**config.mk**
```make
export PLATFORM = sky130hd
export DESIGN_NAME = char_lcd_nibble_command_sequencer_core
export DESIGN_NICKNAME = d
export VERILOG_FILES = /design/src/sv/lcdseq_pkg.sv /design/src/sv/char_lcd_nibble_command_sequencer_core.sv /design/src/sv/lcdseq_decode.sv
export SDC_FILE = /design/constraint.sdc
export NUM_CORES = 1
export LEC_CHECK = 0
export ABC_AREA = 1
export BUFFER_PORTS_ARGS = -buffer_cell sky130_fd_sc_hd__buf_4
export CAP_MARGIN = 20
export CELL_PAD_IN_SITES_DETAIL_PLACEMENT = 1
export CELL_PAD_IN_SITES_GLOBAL_PLACEMENT = 1
export CORE_MARGIN = 4
export CORE_UTILIZATION = 30
export DETAILED_ROUTE_END_ITERATION = 10
export PLACE_DENSITY = 0.65
export SYNTH_ARGS = -nofsm -noshare
export SYNTH_HDL_FRONTEND = slang
export SYNTH_SLANG_ARGS = --single-unit
```
**constraint.sdc**
```tcl
create_clock -name i_clk -period 2.1 [get_ports i_clk]
set_input_delay 0.315 -clock i_clk [delete_from_list [all_inputs] [get_ports i_clk]]
set_output_delay 0.315 -clock i_clk [all_outputs]
set_load 0.005 [all_outputs]
```
**src/sv/lcdseq_pkg.sv**
```systemverilog
// Shared types, request codes and the microcode table for the LCD nibble sequencer.
// No dependencies.
`timescale 1ns / 1ps

package lcdseq_pkg;

    // request kinds carried in tuser of the input stream
    localparam logic [1:0] REQ_INIT   = 2'd0;
    localparam logic [1:0] REQ_CHAR   = 2'd1;
    localparam logic [1:0] REQ_POS    = 2'd2;
    localparam logic [1:0] REQ_UNUSED = 2'd3;

    // character codes with special handling
    localparam logic [7:0] CODE_CLEAR    = 8'd8;
    localparam logic [7:0] CODE_NEWLINE  = 8'd10;
    localparam logic [7:0] CODE_FORMFEED = 8'd12;

    localparam logic [7:0] CMD_CLEAR = 8'h01;
    localparam logic       CMD_DDRAM = 1'b1;   // bit 7 of the set-address command
    localparam logic       ROW2_BIT  = 1'b1;   // second line base is 64

    localparam int         UC_DEPTH = 16;
    localparam int         UC_AW    = $clog2(UC_DEPTH);

    // microcode entry points
    localparam logic [UC_AW-1:0] UC_INIT = 4'd0;
    localparam logic [UC_AW-1:0] UC_BYTE = 4'd14;

    typedef enum logic [1:0] {
        SRC_CONST = 2'd0,
        SRC_HI    = 2'd1,
        SRC_LO    = 2'd2
    } t_nib_src;

    typedef struct packed {
        t_nib_src         src;
        logic [3:0]       nib;
        logic             last;   // end of program: stop, else jump to next
        logic [UC_AW-1:0] next;
    } t_uword;

    typedef struct packed {
        logic             go;
        logic [UC_AW-1:0] entry;
        logic [7:0]       byte_val;
        logic             rs;
    } t_dec;

    function automatic t_uword uc_rom(input logic [UC_AW-1:0] pc);
        t_uword w;
        w = '{src: SRC_CONST, nib: 4'h0, last: 1'b0, next: pc + 4'd1};
        unique case (pc)
            4'd0:  w.nib = 4'h3;
            4'd1:  w.nib = 4'h3;
            4'd2:  w.nib = 4'h3;
            4'd3:  w.nib = 4'h2;
            4'd4:  w.nib = 4'h2;
            4'd5:  w.nib = 4'hF;
            4'd6:  w.nib = 4'h0;
            4'd7:  w.nib = 4'h8;
            4'd8:  w.nib = 4'h0;
            4'd9:  w.nib = 4'h1;
            4'd10: w.nib = 4'h0;
            4'd11: w.nib = 4'h6;
            4'd12: w.nib = 4'h0;
            4'd13: begin
                w.nib  = 4'hC;
                w.last = 1'b1;
                w.next = UC_INIT;
            end
            4'd14: w.src = SRC_HI;
            4'd15: begin
                w.src  = SRC_LO;
                w.last = 1'b1;
                w.next = UC_INIT;
            end
            default: w = '{src: SRC_CONST, nib: 4'h0, last: 1'b1, next: UC_INIT};
        endcase
        return w;
    endfunction

endpackage

```
**src/sv/char_lcd_nibble_command_sequencer_core.sv**
```systemverilog
// Top level of the LCD nibble sequencer: request intake, microcode step counter, output register.
// Depends on lcdseq_pkg and lcdseq_decode.
`timescale 1ns / 1ps

// Usage:
//   The slave stream takes one request per handshake: tuser carries the request
//   kind (init, character, cursor position), tdata the character, column and row.
//   The master stream gives one nibble per handshake, each standing for one enable
//   strobe: tdata holds DB7..DB4, tuser the register-select bit, tlast marks the
//   final nibble of the request's run.
//   A microcode program in a read-only table drives the output: one step per cycle,
//   set by the step counter, unless the receiver stalls. An init request runs 14
//   steps, a character, clear or position request 2 steps; ignored requests run none.
//   An accepted request loads the step counter; its first step then loads the
//   output register. No new request is taken while a run is in progress.
//   A new request is taken once the last nibble is loaded, even if it still waits.
//   When the receiver stalls, the output register holds and the step counter waits.
//   Reset (synchronous, active low) stops any run and empties the output register.
//   Pin timing and display delays are outside this block.
module char_lcd_nibble_command_sequencer_core
    import lcdseq_pkg::*;
(
    input  logic        i_clk,
    input  logic        i_rst_n,
    input  logic        i_s_tvalid,
    output logic        o_s_tready,
    input  logic [15:0] i_s_tdata,   // [7:0] char_code, [13:8] column, [14] row, [15] zero
    input  logic [1:0]  i_s_tuser,   // [1:0] req_type
    output logic        o_m_tvalid,
    input  logic        i_m_tready,
    output logic [7:0]  o_m_tdata,   // [3:0] nibble, [7:4] zero
    output logic        o_m_tuser,   // [0] register_select
    output logic        o_m_tlast    // last
);

    logic             r_run, n_run;
    logic [UC_AW-1:0] r_pc, n_pc;
    logic [7:0]       r_byte;
    logic             r_rs;
    logic             r_out_valid, n_out_valid;
    logic [3:0]       r_nib;
    logic             r_out_rs;
    logic             r_out_last;

    t_dec             dec;
    t_uword           uw;
    logic             accept;
    logic             step;
    logic [3:0]       nib_sel;

    lcdseq_decode u_decode (
        .i_req_type  (i_s_tuser),
        .i_char_code (i_s_tdata[7:0]),
        .i_column    (i_s_tdata[13:8]),
        .i_row       (i_s_tdata[14]),
        .o_dec       (dec)
    );

    assign o_s_tready = !r_run;
    assign accept     = i_s_tvalid && o_s_tready;
    // advance only when the output register is free or being emptied
    assign step       = r_run && (!r_out_valid || i_m_tready);
    assign uw         = uc_rom(r_pc);

    always_comb begin
        unique case (uw.src)
            SRC_HI:  nib_sel = r_byte[7:4];
            SRC_LO:  nib_sel = r_byte[3:0];
            default: nib_sel = uw.nib;
        endcase
    end

    always_comb begin
        n_run       = r_run;
        n_pc        = r_pc;
        n_out_valid = r_out_valid;
        if (accept && dec.go) begin
            n_run = 1'b1;
            n_pc  = dec.entry;
        end
        if (step) begin
            n_out_valid = 1'b1;
            // end of program drops the run, else take the jump target
            if (uw.last) begin
                n_run = 1'b0;
            end else begin
                n_pc = uw.next;
            end
        end else if (r_out_valid && i_m_tready) begin
            n_out_valid = 1'b0;
        end
    end

    always_ff @(posedge i_clk) begin
        if (!i_rst_n) begin
            r_run       <= 1'b0;
            r_pc        <= UC_INIT;
            r_out_valid <= 1'b0;
        end else begin
            r_run       <= n_run;
            r_pc        <= n_pc;
            r_out_valid <= n_out_valid;
        end
    end

    // payload: hold the request byte for the run, load the output on each step
    always_ff @(posedge i_clk) begin
        if (accept && dec.go) begin
            r_byte <= dec.byte_val;
            r_rs   <= dec.rs;
        end
        if (step) begin
            r_nib      <= nib_sel;
            r_out_rs   <= r_rs;
            r_out_last <= uw.last;
        end
    end

    assign o_m_tvalid = r_out_valid;
    assign o_m_tdata  = {4'd0, r_nib};
    assign o_m_tuser  = r_out_rs;
    assign o_m_tlast  = r_out_last;

endmodule

```
**src/sv/lcdseq_decode.sv**
```systemverilog
// Request decoder: picks the microcode entry point and builds the byte and RS value.
// Depends on lcdseq_pkg.
`timescale 1ns / 1ps

module lcdseq_decode
    import lcdseq_pkg::*;
(
    input  logic [1:0] i_req_type,
    input  logic [7:0] i_char_code,
    input  logic [5:0] i_column,
    input  logic       i_row,
    output t_dec       o_dec
);

    logic [6:0] addr;

    // 7-bit wrap is intended: column zero folds to the address below the row base, modulo 128
    assign addr = {i_row & ROW2_BIT, 6'd0} + {1'b0, i_column} - 7'd1;

    always_comb begin
        o_dec = '{go: 1'b0, entry: UC_BYTE, byte_val: i_char_code, rs: 1'b1};
        unique case (i_req_type)
            REQ_INIT: begin
                o_dec.go    = 1'b1;
                o_dec.entry = UC_INIT;
                o_dec.rs    = 1'b0;
            end
            REQ_CHAR: begin
                priority if (i_char_code == CODE_NEWLINE || i_char_code == CODE_FORMFEED) begin
                    o_dec.go = 1'b0;
                end else if (i_char_code == CODE_CLEAR) begin
                    o_dec.go       = 1'b1;
                    o_dec.byte_val = CMD_CLEAR;
                    o_dec.rs       = 1'b0;
                end else begin
                    o_dec.go = 1'b1;
                end
            end
            REQ_POS: begin
                o_dec.go       = 1'b1;
                o_dec.byte_val = {CMD_DDRAM, addr};
                o_dec.rs       = 1'b0;
            end
            default: o_dec.go = 1'b0;
        endcase
    end

endmodule

```
**Word level (Yosys, flattened, before mapping)**

Cells that the tools add are included.

- Register bits: 21
- Input port bits: 22
- Output and inout port bits: 12
- Word-level logic and storage cells: 63

- Eq/ne operators: 18
- Muxes and demuxes: 19
- $add $sub $neg: 3
- Reductions and logical operators: 15

Operator list:

| operator | count |
|---|---|
| $pmux W4 S7 | 1 |
| $eq A8 B4 Y1 const B | 3 |
| $eq A4 B4 Y1 const B | 5 |
| $mux W9 | 2 |
| $mux W4 | 4 |
| $pmux W8 S2 | 1 |
| $eq A4 B3 Y1 const B | 3 |
| $eq A4 B2 Y1 const B | 2 |
| $pmux W4 S2 | 1 |
| $add A7 B6 Y7 | 1 |
| $sub A7 B1 Y7 const B | 1 |
| $mux W1 | 6 |
| $reduce_or A2 Y1 | 3 |
| $mux W5 | 1 |
| $add A4 B1 Y4 const B | 1 |
| $eq A2 B1 Y1 const B | 2 |
| $eq A2 B2 Y1 const B | 2 |
| $eq A4 B1 Y1 const B | 1 |
| $logic_and A1 B1 Y1 | 4 |
| $logic_not A4 Y1 | 1 |
| $pmux W1 S2 | 2 |
| $pmux W2 S2 | 1 |
| $reduce_or A3 Y1 | 1 |
| $logic_not A1 Y1 | 2 |
| other kinds (3) | 4 |

**Logic depth before layout (Yosys ltp)**

- Depth in word-level cells: 8
- Mapped depth: 10

**Hierarchy**

Synthesis repeated with hierarchy kept, for this count alone.

- Cell total of the unflattened synthesis: 204
- Area, all modules: 1506.4 um^2

By module, submodules not included:

| module | instances | cells each | area an instance (um^2) |
|---|---|---|---|
| char_lcd_nibble_command_sequencer_core | 1 | 125 | 1094.8 |
| lcdseq_decode | 1 | 79 | 411.6 |

**Least setup slack after synthesis**

No wires, ideal clock.

- Path type: register to register
- Start: register r_pc[0]
- End: register r_nib[0], data pin
- Path buffers: 0
- Required time: 1.840 ns
- Period minus slack after synthesis: 1.735 ns
- Path slack: 0.365 ns
- Data arrival time: 1.476 ns
- Stages on the path, launching flop included: 7
- Cells stage by stage: dfxtp_1 > ha_1 > inv_1 > nor2_1 > inv_1 > ha_1 > mux2_2

- Cells in the longest elaborated chain, start to end: 4

Ends and longest elaborated chain:

| element | line | source |
|---|---|---|
| start, declared | char_lcd_nibble_command_sequencer_core.sv:37 | `logic [UC_AW-1:0] r_pc, n_pc;` |
| start signal, assigned | char_lcd_nibble_command_sequencer_core.sv:101 | `r_pc <= n_pc;` |
| $eq A4 B2 Y1, or another cell as far along | lcdseq_pkg.sv:52 | `unique case (pc)` |
| $reduce_or A3 Y1 (no source line), or another cell as far along | n/a |  |
| $pmux W4 S7, or another cell as far along | lcdseq_pkg.sv:52 |  |
| $pmux W4 S2 (*) | char_lcd_nibble_command_sequencer_core.sv:66 | `unique case (uw.src)` |
| via nib_sel[0] | char_lcd_nibble_command_sequencer_core.sv:49 | `logic [3:0] nib_sel;` |
| end signal, assigned | char_lcd_nibble_command_sequencer_core.sv:113 | `r_nib <= nib_sel;` |
| end, declared | char_lcd_nibble_command_sequencer_core.sv:41 | `logic [3:0] r_nib;` |

The timed path passes the listed nets; every way through them passes the cells marked *.
A chain may end at the register's enable or synchronous reset.

**Worst setup path in the final report**

- Start: register r_pc[0]
- End: register r_nib[1], data pin

The elaborated chain is that of the path after synthesis.

==> out/qor.yml <==
run_status:
  run_status: "complete, no violations"
floorplanning:
  dieHeight_microns: 75.4
  total_core_area_sq_um: 4380
  die_width_microns: 75.4
  io_pins: 34
  design.die.area_sq_um: 5680
  initial_core_util_pct: 31.1
  rows: 24
drt:
  detail_route.first_pass.iterations: 4
  detail_route.drc_violations: 0
  totalWireLength_mm: 3.10
  avgRoutedWirePerCell_microns: 12.5
  antenna_nets_post_route: 0
  post_drt_via_cell_ratio: 4.66
  drt_iter0_drc: 33
  dr_total_vias: 1150
cts:
  maximum_level_of_the_cts_h_tree: 1
  cts_resized: 0
  clock_tree_from_tritoncts: "yes"
  ctsRootBufferMaster: "sky130_fd_sc_hd__clkbuf_8"
  cts.sink_count: 21
  clk_pin_slew_worst_paths_ns: 0.07
  post-cts-setup-buffer-count: 0
  cts_hold_repair.buffers: 0
  numCtsBuffers: 3
  clock_latency_ns: 0.26
  clk_path_buf_depth: 2
power:
  report.power.total_mw: 0.971
  power.static_leakage_nw: 0.751
  power.ir.vdd_worst_uv: 219
  power_density_nw_per_um2: 583
global_routing:
  grt_max_degree: 13
  global_route_wire_length_before_repair_mm: 5.24
  grt_antenna_before_repair: 0
  overall_track_demand_over_capacity_in_global_routing_pct: 12.0
  overflow: 0
  number_of_global_route_vias_before_repair: 1237
timing:
  min_period_over_period_pct: 93.9
  totalNegativeSetupSlack_ns: 0
  holdWs_ns: 0.315
  period_minus_slack_ns: 1.97
  rsz0062_at_grt: "false"
  final_max_slew_viol_count: 0
  fin_worst_skew_ns: 0.00275
  hold_viol: 0
  fmax_ghz: 0.507
  setup_viol_count_final: 0
cells_and_area:
  final_common_cell: "sky130_fd_sc_hd__nand2_1"
  n_fill_cell: 525
  register_area_sq_um: 571
  antenna-diode-count: 0
  final_nets: 229
  post_route_cells_drive_above_1_share_pct: 22.6
  multi_input_area_sq_um: 672
  filler_free_cell_count_of_the_finished_design: 247
  stdcell_area_sq_um: 1670
  layout-area-overhead-vs-synth_pct: 22.2
  layout.cells.most_common_list: "sky130_fd_sc_hd__nand2_1 (30), sky130_fd_sc_hd__buf_4 (28), sky130_fd_sc_hd__inv_1 (25), sky130_fd_sc_hd__nor2_1 (21), sky130_fd_sc_hd__edfxtp_1 (15)"
placement:
  placed_cells: 243
  buffer_ports.inserted: 28
  postPlaceCellArea_sq_um: 1620
  finalWeightedCongestion: 0.880
  detailedPlacementHpwl_mm: 2.66
worst_setup_path:
  crit_slowest_cell: "sky130_fd_sc_hd__dfxtp_1"
  critPathMaxStageDelay_ns: 0.42
  worstSetupEndpointType: "register"
  critPathMaxFanout: 5
  cell_chain_critical_path: "ha_1 > inv_1 > nor2_1 > inv_1 > ha_1 > a221oi_1 > a41oi_1"
  crit_family: "adder cells"
  cp.buffers_inverters: 2
  critPathRequiredTime_ns: 2.09
  setup.worst_path.start_class: "register"
  worst_ep_arrival_time_ns: 1.96
  timing_worst_setup_path_type: "register to register"
synthesis:
  syn_area_sq_um: 1360
  synth.avg_cell_area_sq_um: 8.31
  netlist-cell-type-count: 28
  synth.ff_latch_count: 21
  synth_cells: 164
  dominantRegCellSynth: "sky130_fd_sc_hd__edfxtp_1"
  ys_seq_area_share_pct: 41.9
  synthesis.yosys.warnings: 0
  synth-async-reset-ratio_pct: 0
  synth_enable_flop_cells: 15
flow_run:
  drv_cap: 0
min_path:
  hold_path_class: "input pin to register"
==> cell families after synthesis <==
group / after synthesis / synth area share, %
AND/OR/NAND/NOR: 64 / 19.4
AO/OA/AOI/OAI: 29 / 13.7
XOR/XNOR: 4 / 2.57
multiplexers: 3 / 2.48
buffers and inverters: 31 / 9.64
flip-flops: 21 / 41.9
other: 1 / 0.275
adder cells (fa/ha/maj): 11 / 10.1
==> Yosys cell counts (2+ instances only) <==
library cell | number | area share [%]
sky130_fd_sc_hd__a21oi_1 | 5 | 1.8
sky130_fd_sc_hd__a21oi_2 | 2 | 1.3
sky130_fd_sc_hd__a22o_1 | 3 | 1.9
sky130_fd_sc_hd__buf_4 | 4 | 2.2
sky130_fd_sc_hd__dfxtp_1 | 6 | 8.8
sky130_fd_sc_hd__edfxtp_1 | 15 | 33
sky130_fd_sc_hd__ha_1 | 11 | 10
sky130_fd_sc_hd__inv_1 | 25 | 6.9
sky130_fd_sc_hd__inv_2 | 2 | 0.55
sky130_fd_sc_hd__mux2_2 | 3 | 2.5
sky130_fd_sc_hd__nand2_1 | 30 | 8.3
sky130_fd_sc_hd__nand2_2 | 3 | 1.4
sky130_fd_sc_hd__nand3_1 | 6 | 2.2
sky130_fd_sc_hd__nor2_1 | 21 | 5.8
sky130_fd_sc_hd__o21ai_0 | 11 | 4.0
sky130_fd_sc_hd__o22ai_1 | 2 | 0.92
sky130_fd_sc_hd__o31ai_1 | 2 | 1.1
sky130_fd_sc_hd__xor2_1 | 3 | 1.9
==> per-layer routing <==
layer	wire length, microns	track usage [%]
met5	0	0
met1	1400	14.5
met3	105	2.24
met4	56	5.24
met2	1540	20.9
==> registers in the layout, summed over array words and instances (netlist names) <==
name	count
r_byte	8
r_nib	4
r_pc	4
o_m_tlast	1
o_m_tuser	1
o_m_tvalid	1
r_rs	1
r_run	1
==> path summary, 6_finish.rpt <==
| path | start | end | slack (ns) | cells past startpoint |
|---|---|---|---|---|
| hold reg to reg | r_rs$_DFFE_PP_ | o_m_tuser$_DFFE_PP_ | 0.45 | 0 |
| setup / recovery | r_pc[0]$_SDFF_PN0_ | r_nib[1]$_DFFE_PP_ | 0.13 | 7 |
| setup reg to reg | r_pc[0]$_SDFF_PN0_ | r_nib[1]$_DFFE_PP_ | 0.13 | 7 |
| hold / removal | i_rst_n | r_run$_SDFF_PN0_ | 0.31 | 3 |
==> tightest hold or removal path, cell delays in order <==
cell and delay, ns:
sky130_fd_sc_hd__buf_4 0.13, sky130_fd_sc_hd__nand2_1 0.06, sky130_fd_sc_hd__a21oi_1 0.03
==> metrics by stage <==
| step | util, % | setup slack, ns |
|---|---|---|
| finish | 38.0 | 0.128 |
| global route | 38.0 | 0.000940 |
| CTS | 38.0 | 0.0856 |
| detailed placement | 36.9 | 0.145 |
| global placement | 36.9 | 0.229 |
| floorplan | - | 0.365 |
==> layout make-up <==
cell class	instances	share of cell area (%)
Inverter	27	6.09
Timing Repair Buffer	28	12.6
Sequential cell	21	34.3
Clock inverter	1	0.301
Clock buffer	3	2.48
Tap cell	52	3.91
Multi-Input combinational cell	115	40.3
==> power breakdown <==
group	switching (mW)	total, mW	internal (mW)
clock	0.127	0.259	0.132
sequential	0.0174	0.500	0.482
combinational	0.122	0.213	0.0912
total	0.266	0.971	0.705
No activity file was read; power rests on OpenSTA's default activity.
